## src/assert_macros.svh

```systemverilog
// assertion helpers shared by sfs_step and sprite_frame_sequencer
`ifndef ASSERT_MACROS_SVH
`define ASSERT_MACROS_SVH

// clocked assertion, disabled while reset is asserted
`define ASSERT_CLK(label, prop, msg) \
  label: assert property (@(posedge clk_i) disable iff (!rst_ni) (prop)) else $error(msg);

// same check, evaluated also during reset
`define ASSERT_ALWAYS(label, prop, msg) \
  label: assert property (@(posedge clk_i) (prop)) else $error(msg);

`endif

```

## src/sfs_pkg.sv

```systemverilog
`timescale 1ns / 1ps

package sfs_pkg;

  // default parameter values
  localparam int unsigned MAX_FRAMES_DEF = 256;
  localparam int unsigned TICK_BITS_DEF  = 16;

  // texel coordinate range
  localparam logic [11:0] TEXEL_MAX = 12'hFFF;

  // configuration register indexes
  typedef enum logic [2:0] {
    CFG_MODE          = 3'd0,
    CFG_TICK_INTERVAL = 3'd1,
    CFG_FRAME_COUNT   = 3'd2,
    CFG_FIRST_LEFT    = 3'd3,
    CFG_FRAME_WIDTH   = 3'd4,
    CFG_FRAME_GAP     = 3'd5,
    CFG_TOP_ROW       = 3'd6,
    CFG_FRAME_HEIGHT  = 3'd7
  } cfg_idx_e;

  // animation modes, the unused code behaves as step right
  typedef enum logic [1:0] {
    MODE_RIGHT = 2'd0,
    MODE_SWING = 2'd1,
    MODE_LEFT  = 2'd2
  } mode_e;

  // configuration register file
  typedef struct packed {
    logic [1:0]  mode;
    logic [15:0] tick_interval;
    logic [8:0]  frame_count;
    logic [11:0] first_left;
    logic [11:0] frame_width;
    logic [11:0] frame_gap;
    logic [11:0] top_row;
    logic [11:0] frame_height;
  } cfg_t;

  localparam cfg_t CFG_RESET = '{
    mode:          MODE_RIGHT,
    tick_interval: 16'd1,
    frame_count:   9'd1,
    first_left:    12'd0,
    frame_width:   TEXEL_MAX,
    frame_gap:     12'd0,
    top_row:       TEXEL_MAX,
    frame_height:  TEXEL_MAX
  };

  // frame rectangle for one result
  typedef struct packed {
    logic [11:0] left_edge;
    logic [11:0] right_edge;
    logic [12:0] bottom_edge;
    logic [11:0] top_edge;
  } rect_t;

endpackage

```

## src/sfs_step.sv

```systemverilog
`timescale 1ns / 1ps

`include "assert_macros.svh"

module sfs_step #(
  parameter int unsigned MAX_FRAMES = sfs_pkg::MAX_FRAMES_DEF,
  parameter int unsigned TICK_BITS  = sfs_pkg::TICK_BITS_DEF
) (
  input  logic                          clk_i,
  input  logic                          rst_ni,
  input  sfs_pkg::cfg_t                 cfg_i,
  input  logic                          accept_i,
  input  logic                          restart_i,
  output logic [$clog2(MAX_FRAMES)-1:0] frame_o,
  output logic                          changed_o
);
  import sfs_pkg::*;

  localparam int unsigned FB = $clog2(MAX_FRAMES);
  localparam int unsigned NW = FB + 1;
  localparam int unsigned CW = FB + 2;
  localparam int unsigned IW = (TICK_BITS > 16) ? TICK_BITS : 16;
  localparam logic [TICK_BITS-1:0] TICK_MAX = {TICK_BITS{1'b1}};

  logic [TICK_BITS-1:0] tick_count_q, tick_count_d;
  logic [FB-1:0]        frame_now_q, frame_now_d;
  logic                 moving_left_q, moving_left_d;

  logic [NW-1:0]        n_eff;
  logic [CW-1:0]        f_ext, n_ext, nm1, cand;
  logic [TICK_BITS-1:0] tick_inc;
  logic [15:0]          ivl;
  logic                 advance;

  // effective frame count, clamped to 1 .. MAX_FRAMES
  always_comb begin
    if (cfg_i.frame_count == 9'd0) begin
      n_eff = NW'(1);
    end else if (32'(cfg_i.frame_count) > 32'(MAX_FRAMES)) begin
      n_eff = NW'(MAX_FRAMES);
    end else begin
      n_eff = NW'(cfg_i.frame_count);
    end
  end

  assign f_ext = CW'(frame_now_q);
  assign n_ext = CW'(n_eff);
  assign nm1   = n_ext - CW'(1);

  // tick counter, saturating at its maximum
  assign tick_inc = (tick_count_q == TICK_MAX) ? tick_count_q : tick_count_q + TICK_BITS'(1);
  assign ivl      = (cfg_i.tick_interval == 16'd0) ? 16'd1 : cfg_i.tick_interval;
  assign advance  = (IW'(tick_inc) >= IW'(ivl)) || (tick_inc == TICK_MAX);

  // next state for one transaction
  always_comb begin
    tick_count_d  = tick_count_q;
    frame_now_d   = frame_now_q;
    moving_left_d = moving_left_q;
    changed_o     = 1'b0;
    cand          = '0;
    if (restart_i) begin
      tick_count_d = '0;
      changed_o    = 1'b1;
      if (cfg_i.mode == MODE_LEFT) begin
        frame_now_d   = FB'(nm1);
        moving_left_d = 1'b1;
      end else begin
        frame_now_d   = '0;
        moving_left_d = 1'b0;
      end
    end else begin
      tick_count_d = tick_inc;
      if (advance) begin
        tick_count_d = '0;
        changed_o    = 1'b1;
        if (!moving_left_q && (f_ext + CW'(1) < n_ext)) begin
          frame_now_d = FB'(f_ext + CW'(1));
        end else if (moving_left_q && (f_ext != '0) && (f_ext - CW'(1) < n_ext)) begin
          frame_now_d = FB'(f_ext - CW'(1));
        end else if (cfg_i.mode == MODE_SWING) begin
          // reverse at the edge and step back, clamped into range
          moving_left_d = !moving_left_q;
          if (!moving_left_q) begin
            cand = (f_ext == '0) ? '0 : f_ext - CW'(1);
          end else begin
            cand = f_ext + CW'(1);
          end
          frame_now_d = (cand > nm1) ? FB'(nm1) : FB'(cand);
        end else if (cfg_i.mode == MODE_LEFT) begin
          frame_now_d   = FB'(nm1);
          moving_left_d = 1'b1;
        end else begin
          frame_now_d   = '0;
          moving_left_d = 1'b0;
        end
      end
    end
  end

  // state registers, updated once per accepted transaction
  always_ff @(posedge clk_i or negedge rst_ni) begin
    if (!rst_ni) begin
      tick_count_q  <= '0;
      frame_now_q   <= '0;
      moving_left_q <= 1'b0;
    end else if (accept_i) begin
      tick_count_q  <= tick_count_d;
      frame_now_q   <= frame_now_d;
      moving_left_q <= moving_left_d;
    end
  end

  assign frame_o = frame_now_d;

  `ASSERT_CLK(a_restart_clears_ticks, accept_i && restart_i |=> tick_count_q == '0,
    "restart did not clear the tick counter")
  `ASSERT_CLK(a_restart_frame_zero,
    accept_i && restart_i && cfg_i.mode != MODE_LEFT |=> frame_now_q == '0 && !moving_left_q,
    "restart did not return to frame zero moving right")
  `ASSERT_CLK(a_idle_holds_state,
    !accept_i |=> $stable(frame_now_q) && $stable(moving_left_q) && $stable(tick_count_q),
    "animation state moved without a transaction")

endmodule

```

## src/sfs_rect.sv

```systemverilog
`timescale 1ns / 1ps

module sfs_rect #(
  parameter int unsigned MAX_FRAMES = sfs_pkg::MAX_FRAMES_DEF
) (
  input  sfs_pkg::cfg_t                 cfg_i,
  input  logic [$clog2(MAX_FRAMES)-1:0] frame_i,
  output sfs_pkg::rect_t                rect_o
);
  import sfs_pkg::*;

  localparam int unsigned FB = $clog2(MAX_FRAMES);
  localparam int unsigned LW = FB + 14;

  logic [12:0]   pitch;
  logic [LW-1:0] left_full, right_full;

  // frame offset on the sheet: one add for the pitch, one multiply, then two adds
  assign pitch      = {1'b0, cfg_i.frame_width} + {1'b0, cfg_i.frame_gap};
  assign left_full  = LW'(frame_i) * LW'(pitch) + LW'(cfg_i.first_left);
  assign right_full = left_full + LW'(cfg_i.frame_width);

  // saturate both horizontal edges at the sheet limit
  always_comb begin
    rect_o.left_edge   = (left_full > LW'(TEXEL_MAX)) ? TEXEL_MAX : left_full[11:0];
    rect_o.right_edge  = (right_full > LW'(TEXEL_MAX)) ? TEXEL_MAX : right_full[11:0];
    rect_o.bottom_edge = {1'b0, cfg_i.top_row} - {1'b0, cfg_i.frame_height};
    rect_o.top_edge    = cfg_i.top_row;
  end

endmodule

```

## src/sprite_frame_sequencer.sv

```systemverilog
`timescale 1ns / 1ps
// an accepted input transaction reaches the master side through stage one and the result register
// throughput: one transaction per cycle unless the master side stalls, stage one holds the
//   frame step, stage two the multiply that places the frame on the sheet
// reset: asynchronous active low; clears tick count, frame, direction, stage valids and
//   returns the configuration registers to their defaults

`include "assert_macros.svh"

module sprite_frame_sequencer #(
  parameter int unsigned MAX_FRAMES = sfs_pkg::MAX_FRAMES_DEF,
  parameter int unsigned TICK_BITS  = sfs_pkg::TICK_BITS_DEF
) (
  input  logic        clk_i,
  input  logic        rst_ni,
  // configuration write port
  input  logic        cfg_we_i,
  input  logic [2:0]  cfg_idx_i,
  input  logic [15:0] cfg_wdata_i,
  // input stream
  input  logic        s_axis_tvalid,
  output logic        s_axis_tready,
  input  logic [7:0]  s_axis_tdata,   // [0] restart, [7:1] zero
  // result stream
  output logic        m_axis_tvalid,
  input  logic        m_axis_tready,
  output logic [63:0] m_axis_tdata    // [7:0] frame_index, [8] frame_changed,
                                      // [20:9] left_edge, [32:21] right_edge,
                                      // [45:33] bottom_edge, [57:46] top_edge, [63:58] zero
);
  import sfs_pkg::*;

  localparam int unsigned FB = $clog2(MAX_FRAMES);

  cfg_t          cfg_q;
  logic          accept, s2_ready;
  logic [FB-1:0] step_frame;
  logic          step_changed;
  logic          s1_valid_q;
  logic [FB-1:0] s1_frame_q;
  logic          s1_changed_q;
  rect_t         rect;
  logic          m_valid_q;
  logic [7:0]    m_index_q;
  logic          m_changed_q;
  rect_t         m_rect_q;

  // configuration registers
  always_ff @(posedge clk_i or negedge rst_ni) begin
    if (!rst_ni) begin
      cfg_q <= CFG_RESET;
    end else if (cfg_we_i) begin
      unique case (cfg_idx_e'(cfg_idx_i))
        CFG_MODE:          cfg_q.mode          <= cfg_wdata_i[1:0];
        CFG_TICK_INTERVAL: cfg_q.tick_interval <= cfg_wdata_i;
        CFG_FRAME_COUNT:   cfg_q.frame_count   <= cfg_wdata_i[8:0];
        CFG_FIRST_LEFT:    cfg_q.first_left    <= cfg_wdata_i[11:0];
        CFG_FRAME_WIDTH:   cfg_q.frame_width   <= cfg_wdata_i[11:0];
        CFG_FRAME_GAP:     cfg_q.frame_gap     <= cfg_wdata_i[11:0];
        CFG_TOP_ROW:       cfg_q.top_row       <= cfg_wdata_i[11:0];
        CFG_FRAME_HEIGHT:  cfg_q.frame_height  <= cfg_wdata_i[11:0];
        default:           cfg_q               <= cfg_q;
      endcase
    end
  end

  // pipeline flow control
  assign s2_ready      = !m_valid_q || m_axis_tready;
  assign s_axis_tready = !s1_valid_q || s2_ready;
  assign accept        = s_axis_tvalid && s_axis_tready;

  // frame step and animation state
  sfs_step #(
    .MAX_FRAMES(MAX_FRAMES),
    .TICK_BITS (TICK_BITS)
  ) u_step (
    .clk_i    (clk_i),
    .rst_ni   (rst_ni),
    .cfg_i    (cfg_q),
    .accept_i (accept),
    .restart_i(s_axis_tdata[0]),
    .frame_o  (step_frame),
    .changed_o(step_changed)
  );

  // stage one register
  always_ff @(posedge clk_i or negedge rst_ni) begin
    if (!rst_ni) begin
      s1_valid_q <= 1'b0;
    end else if (s_axis_tready) begin
      s1_valid_q <= s_axis_tvalid;
    end
  end

  always_ff @(posedge clk_i) begin
    if (accept) begin
      s1_frame_q   <= step_frame;
      s1_changed_q <= step_changed;
    end
  end

  // frame rectangle from the registered frame
  sfs_rect #(
    .MAX_FRAMES(MAX_FRAMES)
  ) u_rect (
    .cfg_i  (cfg_q),
    .frame_i(s1_frame_q),
    .rect_o (rect)
  );

  // result register
  always_ff @(posedge clk_i or negedge rst_ni) begin
    if (!rst_ni) begin
      m_valid_q <= 1'b0;
    end else if (s2_ready) begin
      m_valid_q <= s1_valid_q;
    end
  end

  always_ff @(posedge clk_i) begin
    if (s2_ready && s1_valid_q) begin
      m_index_q   <= 8'(s1_frame_q);
      m_changed_q <= s1_changed_q;
      m_rect_q    <= rect;
    end
  end

  assign m_axis_tvalid = m_valid_q;
  assign m_axis_tdata  = {6'd0, m_rect_q.top_edge, m_rect_q.bottom_edge,
                          m_rect_q.right_edge, m_rect_q.left_edge, m_changed_q, m_index_q};

  `ASSERT_CLK(a_stall_blocks_input, s1_valid_q && m_axis_tvalid && !m_axis_tready |-> !s_axis_tready,
    "input taken while both stages are full and stalled")
  `ASSERT_CLK(a_accept_fills_stage, accept |=> s1_valid_q,
    "accepted transaction did not reach stage one")

endmodule

```

## config.mk

```make
export PLATFORM = sky130hd
export DESIGN_NAME = sprite_frame_sequencer
export DESIGN_NICKNAME = d
export VERILOG_FILES = /design/src/sfs_pkg.sv /design/src/sfs_step.sv /design/src/sfs_rect.sv /design/src/sprite_frame_sequencer.sv
export VERILOG_INCLUDE_DIRS = /design/src /design/src/src
export SDC_FILE = /design/constraint.sdc
export NUM_CORES = 1
export LEC_CHECK = 0
export ABC_CLOCK_PERIOD_IN_PS = 8900
export BUFFER_PORTS_ARGS = -buffer_cell sky130_fd_sc_hd__buf_2
export CORE_UTILIZATION = 42
export CTS_CLUSTER_DIAMETER = 50
export DETAILED_ROUTE_END_ITERATION = 16
export GPL_ROUTABILITY_DRIVEN = 1
export PLACE_DENSITY = 0.61
export SLEW_MARGIN = 20
export SYNTH_ARGS = -nofsm -noshare
export SYNTH_HDL_FRONTEND = slang
export SYNTH_SLANG_ARGS = --single-unit
```

## constraint.sdc

```tcl
create_clock -name clk_i -period 8.9 [get_ports clk_i]
set_input_delay 0.89 -clock clk_i [delete_from_list [all_inputs] [get_ports clk_i]]
set_output_delay 0.89 -clock clk_i [all_outputs]
set_load 0.02 [all_outputs]
```

==> results of run 1 <==
==> sequential cells by signal, summed over array words and instances (netlist names) <==
signal                count
u_step.frame_now_q        8
s1_frame_q                8
m_axis_tvalid             1
s1_valid_q                1
u_step.tick_count_q      16
m_changed_q               1
u_step.moving_left_q      1
s1_changed_q              1
m_axis_tdata             49
m_index_q                 8
cfg_q                    87
==> metrics by stage <==
stage                     hold slack (ns)  cell area [um^2]  setup slack (ns)
after floorplan                     0.400             15000              1.08
after global placement              0.404             15800             0.470
after detailed placement            0.421             15800             0.423
after CTS                           0.426             16400             0.379
after global routing                0.436             16500           0.00495
final                               0.412             16500             0.550
==> area by class of cell <==
| cell class | instances | area (um^2) | area share, % |
|---|---|---|---|
| inverters | 187 | 707 | 4.29 |
| clock buffers | 18 | 450 | 2.73 |
| flip-flops and latches | 181 | 4910 | 29.8 |
| clock inverters | 14 | 158 | 0.957 |
| multi-input cells | 1136 | 9160 | 55.6 |
| well taps | 455 | 569 | 3.46 |
| repair buffers | 96 | 526 | 3.19 |
==> metal layers <==
metal	up-vias	share of wire, %
met5	-	0
met4	0	1.4
met3	35	4.0
met2	229	48
met1	5520	46
li1	5519	-
==> final timing paths <==
path	slack (ns)	cells after the start	start	to
hold reg to reg	0.42	0	s1_changed_q	m_changed_q
max in group asynchronous	7.10	2	rst_ni	cfg_q[48]
hold / removal	0.41	1	rst_ni	u_step.frame_now_q[4]
setup reg to reg	0.55	31	cfg_q[36]	m_axis_tdata[21]
setup / recovery	0.55	31	cfg_q[36]	m_axis_tdata[21]
min in group clk_i	0.42	0	s1_changed_q	m_changed_q
==> repair_timing <==
item                                    in CTS  in global routing
endpoints found under the setup margin       0                 12
buffers inserted                             0                  1
gates resized for setup                      0                  7
==> layout by cell type (no fill, tap or decap), types with 31 or more instances in the layout <==
master / Yosys / layout
nor2_1: 75 / 75
o21ai_0: 86 / 85
ha_1: 128 / 128
and2_1: 51 / 50
fa_1: 81 / 81
dfstp_2: 38 / 38
a21oi_1: 56 / 55
nand2b_1: 38 / 38
xnor2_1: 31 / 31
mux2_2: 73 / 73
dfrtp_1: 76 / 76
nand2_1: 149 / 149
edfxtp_1: 67 / 67
inv_1: 185 / 185
buf_2: 3 / 83
==> logic make-up (layout without fill, tap and decap cells) <==
| kind of cell | count (synthesis) | in the layout | share of synthesized area (%) |
|---|---|---|---|
| multiplexers | 86 | 86 | 6.35 |
| flip-flops | 181 | 181 | 32.8 |
| AO/OA/AOI/OAI | 291 | 291 | 12.6 |
| AND/OR/NAND/NOR | 489 | 489 | 17.0 |
| other | 2 | 7 | 0.0501 |
| XOR/XNOR | 54 | 54 | 3.15 |
| adder cells (fa/ha/maj) | 209 | 209 | 21.5 |
| buffers and inverters | 244 | 315 | 6.60 |
==> flow_summary.ini, run 1 <==
[outcome]
status = completed

[clock_network]
cts-htree-levels = 4
cts_made_buffers = 17
ctsRootBufferMaster = clkbuf_16
hold_buffers = 0
path_clk_slew_ns = 0.08
clock_insertion_delay_worst_skew_ns = 0.45
cts_tree = built
max-clock-path-buffers = 2
cts_num_sinks = 181

[worst_setup_path]
critical_path_required_ns = 9.08
crit_buf_inv = 6
arrival_ns = 8.53
path_delay_family = adder cells
worst_setup_path_start_kind = flop
critPathKind = flop to flop
largest_stage_delay_worst_path_ns = 0.60
crit_path_max_fanout = 12
crit_path_top_delay_cell = or4b_1
setup.worst_path.end_class = flop
critPathMostFrequentCell = fa_1

[min_path]
min_delay_path_class = input port to asynchronous set/reset pin

[drt]
routed_wl_um = 35400
route.detailed.drc = 0
vias = 11303
firstDrtPassIters = 5
first_iter_violations = 659
viasPerCell = 5.42
route.antenna.remaining_nets = 0
wl_per_cell_um = 16.9

[global_route]
gr-max-usage-layer = met2
groute.layer.met1.usage_pct = 26.9
gr-total-overflow = 0
maximum_number_of_pins_on_one_net_before_global_route_repair = 75
grt_pass1_vias = 11442
grt_util_met3_pct = 3.45
grt_first_pass_wirelength_um = 58300
grt_use_total_pct = 20.4
met2_usage_pct = 34.5
grt_antenna_before_repair = 0

[floorplan]
core_area_um2 = 34800
die-area_um2 = 36500
die_height_um = 191
die_width_um = 191
initial_core_utilization_pct = 43.1
io_pins = 98
floorplan.rows = 68

[placement]
placedCellCount = 2054
placement.io_buffers = 84
globalplace.congestion = 0.886
place.detailed.hpwl_um = 27000

[timing]
min_period_ns = 8.35
timing.clock.skew_ns = 0.0163
timing_hold_violations_final = 0
maxSlewViolCount = 0
timing_worst_slew_pin_value_ns = 1.07
finalCritPeriodShare_pct = 93.8
setup_violations = 0
rsz0062_at_grt = false
max_freq_mhz = 120
timing.max_slew.rel_slack_pct = 28.0
setup_tns_ns = 0

[flow_run]
drv_cap = 0

[yosys]
synth_top_cells_by_area = edfxtp_1 (13%), dfrtp_1 (13%), fa_1 (11%)
synth_area_um2 = 15000
postSynth.asyncResetShare_pct = 63.0
count_of_state_elements_after_synthesis = 181
netlist_instances = 1556
synth_seq_area_share_pct = 32.8
post-synth-top-area-fraction_pct = 13.4
synth_top_cells_by_count = inv_1 (185), nand2_1 (149), ha_1 (128)
synthesis.area_per_instance_um2 = 9.64
ys.warnings.count = 0
yosys.cell_types.count = 85
synth_area_leader_cell = edfxtp_1
ys_dominant_reg_cell = dfrtp_1
synth.most_common_cell = inv_1
number_of_synthesized_flops_with_an_enable_pin = 67

[layout]
final_layout_size_suffix_gt1_share_pct = 16.4
finished_core_util_pct = 47.4
final_cells = 2087
antenna_cells_inserted = 0
layout.nets = 1860
area_growth_syn_to_layout_pct = 9.87
fillers = 3236
Power of run 1 is left out: the tool's default activity adds up to more than one toggle a clock period on the data nets, which glitch-free logic cannot reach.
==> run 2: changes to the inputs <==
- BUFFER_PORTS_ARGS: -buffer_cell sky130_fd_sc_hd__buf_2 -> unset
- DONT_BUFFER_PORTS: unset -> 1
- PLACE_DENSITY: 0.61 -> 0.58
==> run 2 against run 1 <==
Compared with the run above:
- worst setup slack improved by 0.014 ns
- global-route usage grew 0.21 points
- register-to-register slack about the same
- design area down 2.4%
- clock skew rose by 0.0046 ns
- die area is the same
- cell count fell by 4.1%
- sequential share of layout area is 0.75 points higher
- critical endpoint is now m_axis_tdata[22]
==> flow_summary.ini, run 2 (synthesis results as in run 1) <==
[floorplan]
die_width_um = 191
floorplan.rows = 68
die-area_um2 = 36500
io_pins = 98
die_height_um = 191
initial_core_utilization_pct = 43.1
core_area_um2 = 34800

[min_path]
min_delay_path_class = input port to asynchronous set/reset pin

[timing]
setup_tns_ns = 0
min_period_ns = 8.34
rsz0062_at_grt = false
maxSlewViolCount = 0
timing_hold_violations_final = 0
timing.clock.skew_ns = 0.0209
timing_worst_slew_pin_value_ns = 1.05
max_freq_mhz = 120
setup_violations = 0
timing.max_slew.rel_slack_pct = 30.0
finalCritPeriodShare_pct = 93.7

[clock_network]
cts-htree-levels = 4
cts_tree = built
path_clk_slew_ns = 0.08
ctsRootBufferMaster = clkbuf_16
hold_buffers = 0
max-clock-path-buffers = 2
cts_made_buffers = 17
clock_insertion_delay_worst_skew_ns = 0.46
cts_num_sinks = 181

[global_route]
grt_first_pass_wirelength_um = 58800
grt_antenna_before_repair = 0
maximum_number_of_pins_on_one_net_before_global_route_repair = 115
gr-total-overflow = 0
grt_use_total_pct = 20.6
grt_pass1_vias = 11126

[worst_setup_path]
worst_r2r_path_depth = 30
path_delay_family = adder cells
setup.worst_path.end_class = flop
reg2reg_to = m_axis_tdata[22]
worst_setup_path_start_kind = flop
crit_path_top_delay_cell = dfstp_2
regToRegStartpoint = cfg_q[36]
reg2reg_slack_ns = 0.56
crit_buf_inv = 6
largest_stage_delay_worst_path_ns = 0.57
crit_path_max_fanout = 12
critPathKind = flop to flop
arrival_ns = 8.52
critPathMostFrequentCell = fa_1
critical_path_required_ns = 9.09

[layout]
mostFrequentLayoutCells = inv_1 (185), nand2_1 (149), ha_1 (128), o21ai_0 (85), fa_1 (81)
fillers = 3271
area_growth_syn_to_layout_pct = 7.18
register_with_the_most_flip_flops = cfg_q
layout.nets = 1774
largest_register_ff_count = 87
final_layout_size_suffix_gt1_share_pct = 11.9
layout_commonest_cell = inv_1
antenna_cells_inserted = 0

[placement]
globalplace.congestion = 0.906
place.detailed.hpwl_um = 26900
placement.io_buffers = 0

[outcome]
status = completed

[drt]
firstDrtPassIters = 5
first_iter_violations = 559
vias = 10973
route.antenna.remaining_nets = 0
route.detailed.drc = 0
routed_wl_um = 35600
viasPerCell = 5.48
wl_per_cell_um = 17.8

[flow_run]
drv_cap = 0
[run 2: final cells by class]
type | instances | area [um^2] | area share [%]
timing repair buffer | 10 | 87.6 | 0.545
tap | 455 | 569 | 3.54
clock inverter | 15 | 196 | 1.22
sequential | 181 | 4910 | 30.6
clock buffer | 17 | 425 | 2.65
inverter | 187 | 707 | 4.40
multi-input combinational | 1136 | 9180 | 57.1
[run 2: stage by stage]
step | cells | setup slack (ns) | util, % | hold slack [ns] | instance area (um^2)
after floorplan | 1561 | 1.08 | - | 0.400 | 15000
after global placement | 1968 | 0.402 | 44.2 | 0.408 | 15400
after detailed placement | 1968 | 0.277 | 44.2 | 0.408 | 15400
after CTS | 2000 | 0.218 | 46.0 | 0.0940 | 16000
after global routing | 2001 | 0.00368 | 46.2 | 0.0984 | 16100
final | 2001 | 0.563 | 46.2 | 0.127 | 16100
[run 2: worst max-delay path by stage]
stage | to | slack [ns] | depth (start not counted) | startpoint
2_1_floorplan | m_axis_tdata[24] | 1.08 | 29 | cfg_q[36]
3_3_place_gp | m_axis_tdata[24] | 0.40 | 32 | cfg_q[36]
3_5_place_dp | m_axis_tdata[22] | 0.28 | 32 | cfg_q[36]
4_1_cts | m_axis_tdata[22] | 0.22 | 32 | cfg_q[36]
5_1_grt | m_axis_tdata[9] | 0.004 | 31 | cfg_q[36]
6_report | m_axis_tdata[22] | 0.56 | 30 | cfg_q[36]
[run 2: timing repair]
| item | 4_1_cts | 5_1_grt |
|---|---|---|
| setup buffers | 0 | 1 |
| endpoints found under the hold margin | 0 | 0 |
| resized for setup | 0 | 10 |
| endpoints found under the setup margin | 0 | 12 |
[run 2: metal layers]
metal	global-route usage [%]	share of wire (%)	up-vias
li1	-	-	5358
met1	27.8	48	5408
met2	34.5	48	188
met3	3.49	3.3	19
met4	4.22	0.76	0
met5	0	0	-
Power of run 2 is left out for the same reason.
